## src/design/crt_pkg.sv

```systemverilog
// Shared types and constants of the conveyor reject tracker.
`default_nettype none
package crt_pkg;

    typedef struct packed {
        logic              operation;
        logic [15:0]       elapsed_ms;
        logic signed [31:0] vision_code;
    } t_in;

    typedef struct packed {
        logic [1:0]  command;
        logic [31:0] part_position;
        logic        last;
    } t_out;

    typedef enum logic {
        K_TICK   = 1'b0,
        K_APPEND = 1'b1
    } t_kind;

    // Work item handed from the front part to the back part.
    typedef struct packed {
        t_kind       kind;
        logic [15:0] elapsed;
        logic [31:0] delta;
    } t_cmd;

    typedef enum logic [2:0] {
        S_IDLE = 3'b001,
        S_WALK = 3'b010,
        S_FIN  = 3'b100
    } t_back_state;

    localparam logic [1:0] CMD_RETRACT = 2'd0;
    localparam logic [1:0] CMD_EXTEND  = 2'd1;
    localparam logic [1:0] CMD_DROPPED = 2'd2;

    localparam logic [1:0] REG_LINE_SPEED    = 2'd0;
    localparam logic [1:0] REG_PUSH_DISTANCE = 2'd1;
    localparam logic [1:0] REG_RETRACT_DELAY = 2'd2;

    localparam logic [15:0] LINE_SPEED_RST    = 16'd0;
    localparam logic [31:0] PUSH_DISTANCE_RST = 32'd1500000;
    localparam logic [15:0] RETRACT_DELAY_RST = 16'd500;

    localparam logic signed [31:0] CODE_DEFECT = 32'sd1;

endpackage
`default_nettype wire

```

## src/design/crt_ram.sv

```systemverilog
// Generic single-write, single-read RAM with registered read data.
`default_nettype none
module crt_ram #(
    parameter int WIDTH = 32,
    parameter int DEPTH = 16
) (
    input  wire logic                                 i_clk,
    input  wire logic                                 i_wr_en,
    input  wire logic [(DEPTH > 1 ? $clog2(DEPTH) : 1)-1:0] i_wr_addr,
    input  wire logic [WIDTH-1:0]                     i_wr_data,
    input  wire logic                                 i_rd_en,
    input  wire logic [(DEPTH > 1 ? $clog2(DEPTH) : 1)-1:0] i_rd_addr,
    output logic [WIDTH-1:0]                          o_rd_data
);
    logic [WIDTH-1:0] r_mem [DEPTH];

    always_ff @(posedge i_clk) begin
        if (i_wr_en) begin
            r_mem[i_wr_addr] <= i_wr_data;
        end
        if (i_rd_en) begin
            o_rd_data <= r_mem[i_rd_addr];
        end
    end
endmodule
`default_nettype wire

```

## src/design/crt_fifo.sv

```systemverilog
// Small register-based FIFO used for the tracker's work and result queues.
`default_nettype none
module crt_fifo #(
    parameter int WIDTH = 8,
    parameter int DEPTH = 2
) (
    input  wire logic             i_clk,
    input  wire logic             i_rst_n,
    input  wire logic             i_push,
    input  wire logic [WIDTH-1:0] i_data,
    output logic                  o_full,
    input  wire logic             i_pop,
    output logic                  o_empty,
    output logic [WIDTH-1:0]      o_data
);
    localparam int PW = (DEPTH > 1) ? $clog2(DEPTH) : 1;
    localparam int CW = $clog2(DEPTH + 1);

    logic [WIDTH-1:0] r_mem [DEPTH];
    logic [PW-1:0]    r_wr_ptr, r_rd_ptr;
    logic [CW-1:0]    r_count;
    logic             do_push, do_pop;

    assign o_full  = (r_count == CW'(DEPTH));
    assign o_empty = (r_count == '0);
    assign o_data  = r_mem[r_rd_ptr];
    assign do_push = i_push && !o_full;
    assign do_pop  = i_pop && !o_empty;

    always_ff @(posedge i_clk) begin
        if (!i_rst_n) begin
            r_wr_ptr <= '0;
            r_rd_ptr <= '0;
            r_count  <= '0;
        end else begin
            if (do_push) begin
                r_wr_ptr <= (r_wr_ptr == PW'(DEPTH - 1)) ? '0 : r_wr_ptr + 1'b1;
            end
            if (do_pop) begin
                r_rd_ptr <= (r_rd_ptr == PW'(DEPTH - 1)) ? '0 : r_rd_ptr + 1'b1;
            end
            if (do_push && !do_pop) begin
                r_count <= r_count + 1'b1;
            end else if (do_pop && !do_push) begin
                r_count <= r_count - 1'b1;
            end
        end
    end

    always_ff @(posedge i_clk) begin
        if (do_push) begin
            r_mem[r_wr_ptr] <= i_data;
        end
    end
endmodule
`default_nettype wire

```

## src/design/crt_front.sv

```systemverilog
// Front part: accepts input items, drops good verdicts, scales tick time to distance.
`default_nettype none
module crt_front
    import crt_pkg::*;
(
    input  wire logic        i_clk,
    input  wire logic        i_rst_n,
    input  wire logic        i_push,
    input  wire t_in         i_in,
    output logic             o_full,
    input  wire logic [15:0] i_line_speed,
    output logic             o_cmd_push,
    output t_cmd             o_cmd,
    input  wire logic        i_cmd_full
);
    logic        r_fv, n_fv;
    t_kind       r_kind;
    logic [15:0] r_elapsed;
    logic        accept, keep;

    assign o_full = r_fv && i_cmd_full;
    assign accept = i_push && !o_full;
    // Ticks and defect verdicts go on; any other verdict makes no result.
    assign keep   = !i_in.operation || (i_in.vision_code == CODE_DEFECT);
    assign n_fv   = (accept && keep) || (r_fv && i_cmd_full);

    assign o_cmd_push    = r_fv && !i_cmd_full;
    assign o_cmd.kind    = r_kind;
    assign o_cmd.elapsed = r_elapsed;
    assign o_cmd.delta   = {16'd0, i_line_speed} * {16'd0, r_elapsed};

    always_ff @(posedge i_clk) begin
        if (!i_rst_n) begin
            r_fv <= 1'b0;
        end else begin
            r_fv <= n_fv;
        end
    end

    always_ff @(posedge i_clk) begin
        if (accept && keep) begin
            r_kind    <= i_in.operation ? K_APPEND : K_TICK;
            r_elapsed <= i_in.elapsed_ms;
        end
    end
endmodule
`default_nettype wire

```

## src/design/crt_back.sv

```systemverilog
// Back part: owns the part store, walks it on ticks and produces results.
`default_nettype none
module crt_back
    import crt_pkg::*;
#(
    parameter int PART_CAPACITY = 16
) (
    input  wire logic        i_clk,
    input  wire logic        i_rst_n,
    input  wire t_cmd        i_cmd,
    input  wire logic        i_cmd_empty,
    output logic             o_cmd_pop,
    input  wire logic [31:0] i_push_distance,
    input  wire logic [15:0] i_retract_delay,
    output logic             o_out_push,
    output t_out             o_out,
    input  wire logic        i_out_full
);
    localparam int IW = (PART_CAPACITY > 1) ? $clog2(PART_CAPACITY) : 1;
    localparam int CW = $clog2(PART_CAPACITY + 1);

    t_back_state r_state, n_state;
    logic [CW-1:0] r_count, n_count;
    logic [CW-1:0] r_kept, n_kept;
    logic [IW-1:0] r_idx, n_idx;
    logic [31:0]   r_delta, n_delta;
    logic [15:0]   r_remaining, n_remaining;
    logic          r_pending, n_pending;
    logic          r_hold_v, n_hold_v;
    t_out          r_hold, n_hold;

    logic          rd_en, wr_en;
    logic [IW-1:0] rd_addr, wr_addr;
    logic [31:0]   wr_data, rd_data;
    logic [32:0]   sum;
    logic [31:0]   q;
    logic          last_part;

    crt_ram #(
        .WIDTH (32),
        .DEPTH (PART_CAPACITY)
    ) u_store (
        .i_clk     (i_clk),
        .i_wr_en   (wr_en),
        .i_wr_addr (wr_addr),
        .i_wr_data (wr_data),
        .i_rd_en   (rd_en),
        .i_rd_addr (rd_addr),
        .o_rd_data (rd_data)
    );

    // Advance the part last read from the store, saturating at the top of the range.
    assign sum       = {1'b0, rd_data} + {1'b0, r_delta};
    assign q         = sum[32] ? '1 : sum[31:0];
    assign last_part = ((CW'(r_idx) + 1'b1) == r_count);

    always_comb begin
        n_state     = r_state;
        n_count     = r_count;
        n_kept      = r_kept;
        n_idx       = r_idx;
        n_delta     = r_delta;
        n_remaining = r_remaining;
        n_pending   = r_pending;
        n_hold_v    = r_hold_v;
        n_hold      = r_hold;
        o_cmd_pop   = 1'b0;
        o_out_push  = 1'b0;
        o_out       = r_hold;
        rd_en       = 1'b0;
        rd_addr     = r_idx + 1'b1;
        wr_en       = 1'b0;
        wr_addr     = r_kept[IW-1:0];
        wr_data     = q;

        unique case (r_state)
            S_IDLE: begin
                if (!i_cmd_empty && !i_out_full) begin
                    o_cmd_pop = 1'b1;
                    if (i_cmd.kind == K_APPEND) begin
                        if (r_count >= CW'(PART_CAPACITY)) begin
                            o_out_push = 1'b1;
                            o_out      = '{command: CMD_DROPPED, part_position: '0,
                                           last: 1'b1};
                        end else begin
                            wr_en   = 1'b1;
                            wr_addr = r_count[IW-1:0];
                            wr_data = '0;
                            n_count = r_count + 1'b1;
                        end
                    end else begin
                        // Serve the retract countdown before moving parts.
                        if (r_pending) begin
                            if (i_cmd.elapsed >= r_remaining) begin
                                n_remaining = '0;
                                n_pending   = 1'b0;
                                n_hold_v    = 1'b1;
                                n_hold      = '{command: CMD_RETRACT, part_position: '0,
                                                last: 1'b0};
                            end else begin
                                n_remaining = r_remaining - i_cmd.elapsed;
                            end
                        end
                        n_delta = i_cmd.delta;
                        n_idx   = '0;
                        n_kept  = '0;
                        if (r_count == '0) begin
                            n_state = S_FIN;
                        end else begin
                            rd_en   = 1'b1;
                            rd_addr = '0;
                            n_state = S_WALK;
                        end
                    end
                end
            end
            S_WALK: begin
                if (!i_out_full) begin
                    if (q >= i_push_distance) begin
                        // Release the held result; the new extend may be the last.
                        o_out_push  = r_hold_v;
                        n_hold_v    = 1'b1;
                        n_hold      = '{command: CMD_EXTEND, part_position: q, last: 1'b0};
                        n_remaining = i_retract_delay;
                        n_pending   = 1'b1;
                    end else begin
                        wr_en  = 1'b1;
                        n_kept = r_kept + 1'b1;
                    end
                    if (last_part) begin
                        n_count = n_kept;
                        n_state = S_FIN;
                    end else begin
                        rd_en = 1'b1;
                        n_idx = r_idx + 1'b1;
                    end
                end
            end
            S_FIN: begin
                if (!i_out_full) begin
                    o_out_push = r_hold_v;
                    o_out.last = 1'b1;
                    n_hold_v   = 1'b0;
                    n_state    = S_IDLE;
                end
            end
            default: begin
                n_state = S_IDLE;
            end
        endcase
    end

    always_ff @(posedge i_clk) begin
        if (!i_rst_n) begin
            r_state     <= S_IDLE;
            r_count     <= '0;
            r_remaining <= '0;
            r_pending   <= 1'b0;
            r_hold_v    <= 1'b0;
        end else begin
            r_state     <= n_state;
            r_count     <= n_count;
            r_remaining <= n_remaining;
            r_pending   <= n_pending;
            r_hold_v    <= n_hold_v;
        end
    end

    always_ff @(posedge i_clk) begin
        r_kept  <= n_kept;
        r_idx   <= n_idx;
        r_delta <= n_delta;
        r_hold  <= n_hold;
    end
endmodule
`default_nettype wire

```

## src/design/conveyor_reject_tracker_unit.sv

```systemverilog
// Top level of the conveyor reject tracker: registers, queues and the two parts.
//
//  channel  | direction | handshake                 | payload
//  ---------+-----------+---------------------------+---------------------------
//  input    | in        | push / full               | i_in  (t_in)
//  result   | out       | empty / pop               | o_out (t_out)
//  config   | in        | i_cfg_valid / o_cfg_ready | i_cfg_index, i_cfg_data
//
// A defect verdict is handled by the back in its idle state; a tick walks the tracked
// parts in turn through the part store's single read port.
// The front registers each kept item and keeps accepting while the back works.
// Synchronous active-low reset empties the store and both queues.
// A full result queue stalls the back; a full work queue stalls the front.
`default_nettype none
module conveyor_reject_tracker_unit
    import crt_pkg::*;
#(
    parameter int PART_CAPACITY = 16
) (
    input  wire logic        i_clk,
    input  wire logic        i_rst_n,
    input  wire logic        push,
    input  wire t_in         i_in,
    output logic             full,
    output logic             empty,
    input  wire logic        pop,
    output t_out             o_out,
    input  wire logic        i_cfg_valid,
    output logic             o_cfg_ready,
    input  wire logic [1:0]  i_cfg_index,
    input  wire logic [31:0] i_cfg_data
);
    logic [15:0] r_line_speed;
    logic [31:0] r_push_distance;
    logic [15:0] r_retract_delay;

    logic cmd_push, cmd_full, cmd_pop, cmd_empty;
    t_cmd cmd_in, cmd_out;
    logic out_push, out_full;
    t_out out_in;

    assign o_cfg_ready = 1'b1;

    always_ff @(posedge i_clk) begin
        if (!i_rst_n) begin
            r_line_speed    <= LINE_SPEED_RST;
            r_push_distance <= PUSH_DISTANCE_RST;
            r_retract_delay <= RETRACT_DELAY_RST;
        end else if (i_cfg_valid && o_cfg_ready) begin
            case (i_cfg_index)
                REG_LINE_SPEED:    r_line_speed    <= i_cfg_data[15:0];
                REG_PUSH_DISTANCE: r_push_distance <= i_cfg_data;
                REG_RETRACT_DELAY: r_retract_delay <= i_cfg_data[15:0];
                default: ;
            endcase
        end
    end

    crt_front u_front (
        .i_clk        (i_clk),
        .i_rst_n      (i_rst_n),
        .i_push       (push),
        .i_in         (i_in),
        .o_full       (full),
        .i_line_speed (r_line_speed),
        .o_cmd_push   (cmd_push),
        .o_cmd        (cmd_in),
        .i_cmd_full   (cmd_full)
    );

    logic [$bits(t_cmd)-1:0] cmd_vec;

    crt_fifo #(
        .WIDTH ($bits(t_cmd)),
        .DEPTH (2)
    ) u_cmd_q (
        .i_clk   (i_clk),
        .i_rst_n (i_rst_n),
        .i_push  (cmd_push),
        .i_data  (cmd_in),
        .o_full  (cmd_full),
        .i_pop   (cmd_pop),
        .o_empty (cmd_empty),
        .o_data  (cmd_vec)
    );

    assign cmd_out = t_cmd'(cmd_vec);

    crt_back #(
        .PART_CAPACITY (PART_CAPACITY)
    ) u_back (
        .i_clk           (i_clk),
        .i_rst_n         (i_rst_n),
        .i_cmd           (cmd_out),
        .i_cmd_empty     (cmd_empty),
        .o_cmd_pop       (cmd_pop),
        .i_push_distance (r_push_distance),
        .i_retract_delay (r_retract_delay),
        .o_out_push      (out_push),
        .o_out           (out_in),
        .i_out_full      (out_full)
    );

    logic [$bits(t_out)-1:0] out_vec;

    crt_fifo #(
        .WIDTH ($bits(t_out)),
        .DEPTH (4)
    ) u_out_q (
        .i_clk   (i_clk),
        .i_rst_n (i_rst_n),
        .i_push  (out_push),
        .i_data  (out_in),
        .o_full  (out_full),
        .i_pop   (pop),
        .o_empty (empty),
        .o_data  (out_vec)
    );

    assign o_out = t_out'(out_vec);

    a_out_no_overflow: assert property (@(posedge i_clk) disable iff (!i_rst_n)
        out_push |-> !out_full)
        else $error("result pushed into a full result queue");

    a_cmd_no_overflow: assert property (@(posedge i_clk) disable iff (!i_rst_n)
        cmd_push |-> !cmd_full)
        else $error("work item pushed into a full work queue");

    a_cmd_code: assert property (@(posedge i_clk) disable iff (!i_rst_n)
        !empty |-> (o_out.command == CMD_RETRACT || o_out.command == CMD_EXTEND ||
                    o_out.command == CMD_DROPPED))
        else $error("result carries an undefined command");

    a_pos_zero: assert property (@(posedge i_clk) disable iff (!i_rst_n)
        (!empty && o_out.command != CMD_EXTEND) |-> (o_out.part_position == '0))
        else $error("retract or dropped result with nonzero position");
endmodule
`default_nettype wire

```

## config.mk

```make
export PLATFORM = sky130hd
export DESIGN_NAME = conveyor_reject_tracker_unit
export DESIGN_NICKNAME = d
export VERILOG_FILES = /design/src/design/crt_pkg.sv /design/src/design/crt_ram.sv /design/src/design/crt_fifo.sv /design/src/design/crt_front.sv /design/src/design/crt_back.sv /design/src/design/conveyor_reject_tracker_unit.sv
export SDC_FILE = /design/constraint.sdc
export NUM_CORES = 2
export LEC_CHECK = 0
export ABC_AREA = 1
export BUFFER_PORTS_ARGS = -buffer_cell sky130_fd_sc_hd__buf_4
export CORE_MARGIN = 10
export CORE_UTILIZATION = 50
export CTS_CLUSTER_DIAMETER = 50
export DETAILED_ROUTE_END_ITERATION = 10
export GPL_TIMING_DRIVEN = 1
export HOLD_SLACK_MARGIN = 0.08
export PLACE_DENSITY = 0.66
export SYNTH_ARGS = -nofsm -noshare
export SYNTH_HDL_FRONTEND = slang
export SYNTH_HIERARCHICAL = 1
export SYNTH_SLANG_ARGS = --single-unit
export TNS_END_PERCENT = 10
```

## constraint.sdc

```tcl
create_clock -name i_clk -period 6.65 [get_ports i_clk]
set_input_delay 1.6625 -clock i_clk [delete_from_list [all_inputs] [get_ports i_clk]]
set_output_delay 1.6625 -clock i_clk [all_outputs]
set_load 0.05 [all_outputs]
```

==> impl_results.md <==
* Total GRT Usage at 22.6%
* Pwr/cell area at slightly below 400 nW/um^2
* Layout cells sized above 1 at a little under 9%
* Synth warn at 6
* GP Congestion at 0.945
* Total vias in the final route at between 30k and 40k
* Synth Area in XOR/XNOR at less than 1%
* Slew headroom at between 10% and 20%
* Post-route setup TNS at 0 ns
* Worst setup endpoint: u_back/u_store/r_mem[10][9]$_DFFE_PP_
* R2R Setup Slk at 0.69 ns
* DR iter-0 viols at 3,299
* Unrepaired setup endpoints after global routing: false
* Die Y-Extent at 349 um
* CP Max Fanout at 29
* Site Rows at 120
* Clk slew on worst S/H paths at 0.06 ns
* CTS buffer count at ~110
* Setup bufs post-CTS at 0
* Fin crit share at around nine tenths
* Post-layout net count at about 6.3k
* Post-synth ARST share at 0%
* Top_reg_cell synth: edfxtp_1
* Critical path class: reg2reg
* Reg2reg start: u_back/r_delta[0]$_DFFE_PP_
* CP Data Arrival Time at 6.34 ns
* Clock sink count at slightly below 1k
* Syn_area_per_cell at between 9 and 10 um^2
* Core area at about 110,000 um^2
* Max-cap violations at 0
* Peak VDD IR at roughly 0.45 mV
* Gr ovfl total at 0
* Min cycle time layout at 5.96 ns
* First-pass GRT wire length at 215,000 um
* Fillers at roughly 9.4k
* Hpwl dp at ~94,000 um
* # hold bufs at CTS at 0
* Worst-Skew Late Latency at roughly 0.7 ns
* Buffers on Ports at between 100 and 150
* Initial Utilization at 50.4%
* Die area at 121,000 um^2
* Clock buffer depth at 3
* Clock root buffer: clkbuf_16
* I/O Pins at 126
* Largest net degree at the start of global routing at between 150 and 200
* Pwr Total at ~23 mW
* Part of the Yosys area used for sequential elements at 52.5%
* P&R area growth vs syn at 10.2%
* Vias in the first global route at 37.3k
* Clk_skew at roughly 0.032 ns
* Hold/Removal Path Class: reg2reg
* PostCTS Resize Cnt at 0
* Largest family of logic cells by synthesized area: simple AND/OR/NAND/NOR gates
* P_leak at between 20 and 30 nW
* Synthesized area at 54,000 um^2
* Post-Synth Adder-Cell Area at about an eighth
* Post-synth EDFFs at ~870
* FF+latch count, synth at around 980
* CTS tree: done
* Vias/cell at 5.24
* Worst Setup End Kind: register
* H-tree depth at 3
* Measured slew at the worst slew-check pin at between 1 and 1.5 ns
* Mux cell area share after synthesis at about 1.1%
* Drt wl/cell at between 15 and 20 um
* Detailed-route DRC error count at 0
* Synth Area in Compound Gates at under 10%
* Mapped Nets at roughly 6.3k
* Startpoint types: register
* Reg2reg path depth at 26
* Peak Freq at 168 MHz
* Synthesized netlist cell count at 5,771
* Synth unique cells at 51
* Slew Limit Fails at 0
* CP required at between 7 and 8 ns
* Final Setup Violations at 0
* DRT antenna net count at 0
* Outcome: finished clean
* Antenna violations before repair at 2
* Simple-gate share of the synthesized area at 19.7%
* Final wirelength at 139,000 um
* Antenna Cells at 0
* First-pass DRT Iterations at 6
* Crit path from: u_back/r_delta[0]$_DFFE_PP_
* Reg2reg end: u_back/u_store/r_mem[10][9]$_DFFE_PP_
* DIE WIDTH at 349 um
* Final Hold Viols at 0
registers in the layout, indices dropped and copies added (netlist names), 32 cells and up, named ones only:
| name | flops |
|---|---|
| u_back/u_store/r_mem | 512 |
| u_back/r_hold | 33 |
| u_back/u_store/o_rd_data | 32 |
| u_cmd_q/r_mem | 98 |
| u_back/r_delta | 32 |
| r_push_distance | 32 |
| u_out_q/r_mem | 140 |
worst min path at each step:
stage / startpoint / end / cells past startpoint
2_1_floorplan: u_back/r_hold_v$_SDFFE_PN0P_ / u_back/r_hold_v$_SDFFE_PN0P_ / 2
3_3_place_gp: u_back/r_hold_v$_SDFFE_PN0P_ / u_back/r_hold_v$_SDFFE_PN0P_ / 2
3_5_place_dp: u_back/r_hold_v$_SDFFE_PN0P_ / u_back/r_hold_v$_SDFFE_PN0P_ / 2
4_1_cts: u_back/r_hold_v$_SDFFE_PN0P_ / u_back/r_hold_v$_SDFFE_PN0P_ / 2
5_1_grt: r_retract_delay[6]$_SDFFE_PN1P_ / r_retract_delay[6]$_SDFFE_PN1P_ / 2
6_report: u_back/r_hold_v$_SDFFE_PN0P_ / u_back/r_hold_v$_SDFFE_PN0P_ / 2
final cells by class:
class / instances / area (um^2) / area share [%]
flip-flops and latches: 978 / 28300 / 47.6
multi-input cells: 3400 / 20200 / 33.9
inverters: 1149 / 4330 / 7.27
clock buffers: 125 / 2750 / 4.62
well taps: 1403 / 1760 / 2.95
repair buffers: 199 / 1640 / 2.76
clock inverters: 68 / 524 / 0.882
cells by family after synthesis:
family                     after synthesis
AOI/OAI and AO/OA                      323
xor gates and xnor gates                57
adders and majority gates              392
buffers and inverters                 1393
DFF                                    978
muxes                                   49
other                                    1
and+or+nand+nor                       2578
through the flow:
step | setup slack [ns] | cell area, um^2 | instances | util, % | hold WS, ns
2_1_floorplan | 1.27 | 54000 | 5771 | - | 0.425
3_3_place_gp | 0.866 | 56200 | 7129 | 52.5 | 0.436
3_5_place_dp | 0.762 | 56200 | 7129 | 52.5 | 0.445
4_1_cts | 0.739 | 59500 | 7322 | 55.5 | 0.453
5_1_grt | 0.141 | 59500 | 7322 | 55.5 | 0.490
6_report | 0.691 | 59500 | 7322 | 55.5 | 0.453
synth_stat cells (34+ instances only):
cell type	n	area [um^2]
fa_1	197	3940
o21ai_0	90	450
mux2_2	39	439
xor2_1	35	307
inv_1	1132	4250
o22ai_1	36	225
buf_2	79	395
edfxtp_1	873	26200
a21oi_1	127	636
ha_1	195	2440
buf_6	34	383
nand2_1	1547	5810
clkbuf_1	81	304
dfxtp_1	105	2100
nand3_1	501	2510
nor2_1	422	1580
critical path, cell delays in order, from the launching register on:
cell and delay [ns]:
edfxtp_1 0.36, ha_1 0.24, fa_1 0.40, nand2_1 0.11, nand2_1 0.07, o21ai_2 0.10
inv_2 0.06, nand2_1 0.05, nand2_1 0.10, nand2_1 0.09, nand2_2 0.08, nand3_1 0.09
nand2_2 0.16, inv_2 0.55, nand3_1 0.40, ha_1 0.40, a21oi_1 0.12, o21ai_0 0.09
nand2_1 0.07, nand2_1 0.06, nor2_2 0.22, nand3_2 0.23, o21ai_0 0.23, buf_4 0.18
nand3b_1 0.32, nor2_4 0.58, buf_12 0.25
report_power, final:
part | internal [mW] | switching, mW
Clock | 3.10 | 2.45
Combinational | 2.49 | 6.84
Sequential | 7.88 | 0.250
Total | 13.5 | 9.55
routing by layer:
layer	global-route usage (%)	wire length, um	vias to the layer above
met4	8.33	4830	0
met3	2.72	8770	252
met5	0	0	-
met2	36.8	65800	1293
li1	-	-	18300
met1	31.0	59800	18500
layout by cell type, fill, tap and decap left out, types with 14 or more instances in the layout:
master     instances
clkbuf_1          18
clkinv_1          15
o22ai_1           36
nand2_1         1547
edfxtp_1         873
fa_1             197
clkbuf_16        107
inv_2             15
xor2_1            35
ha_1             195
inv_1           1131
nand4_1           31
nor2_2            17
nor2_4            28
nand2_2           16
mux2_2            39
nand3_1          501
nor2_1           391
o21ai_0           89
inv_6             14
a21oi_1          125
clkinv_2          26
buf_4            187
dfxtp_1          103
o21ai_1           31
xnor2_1           22
(Power assumes the default switching activity.)
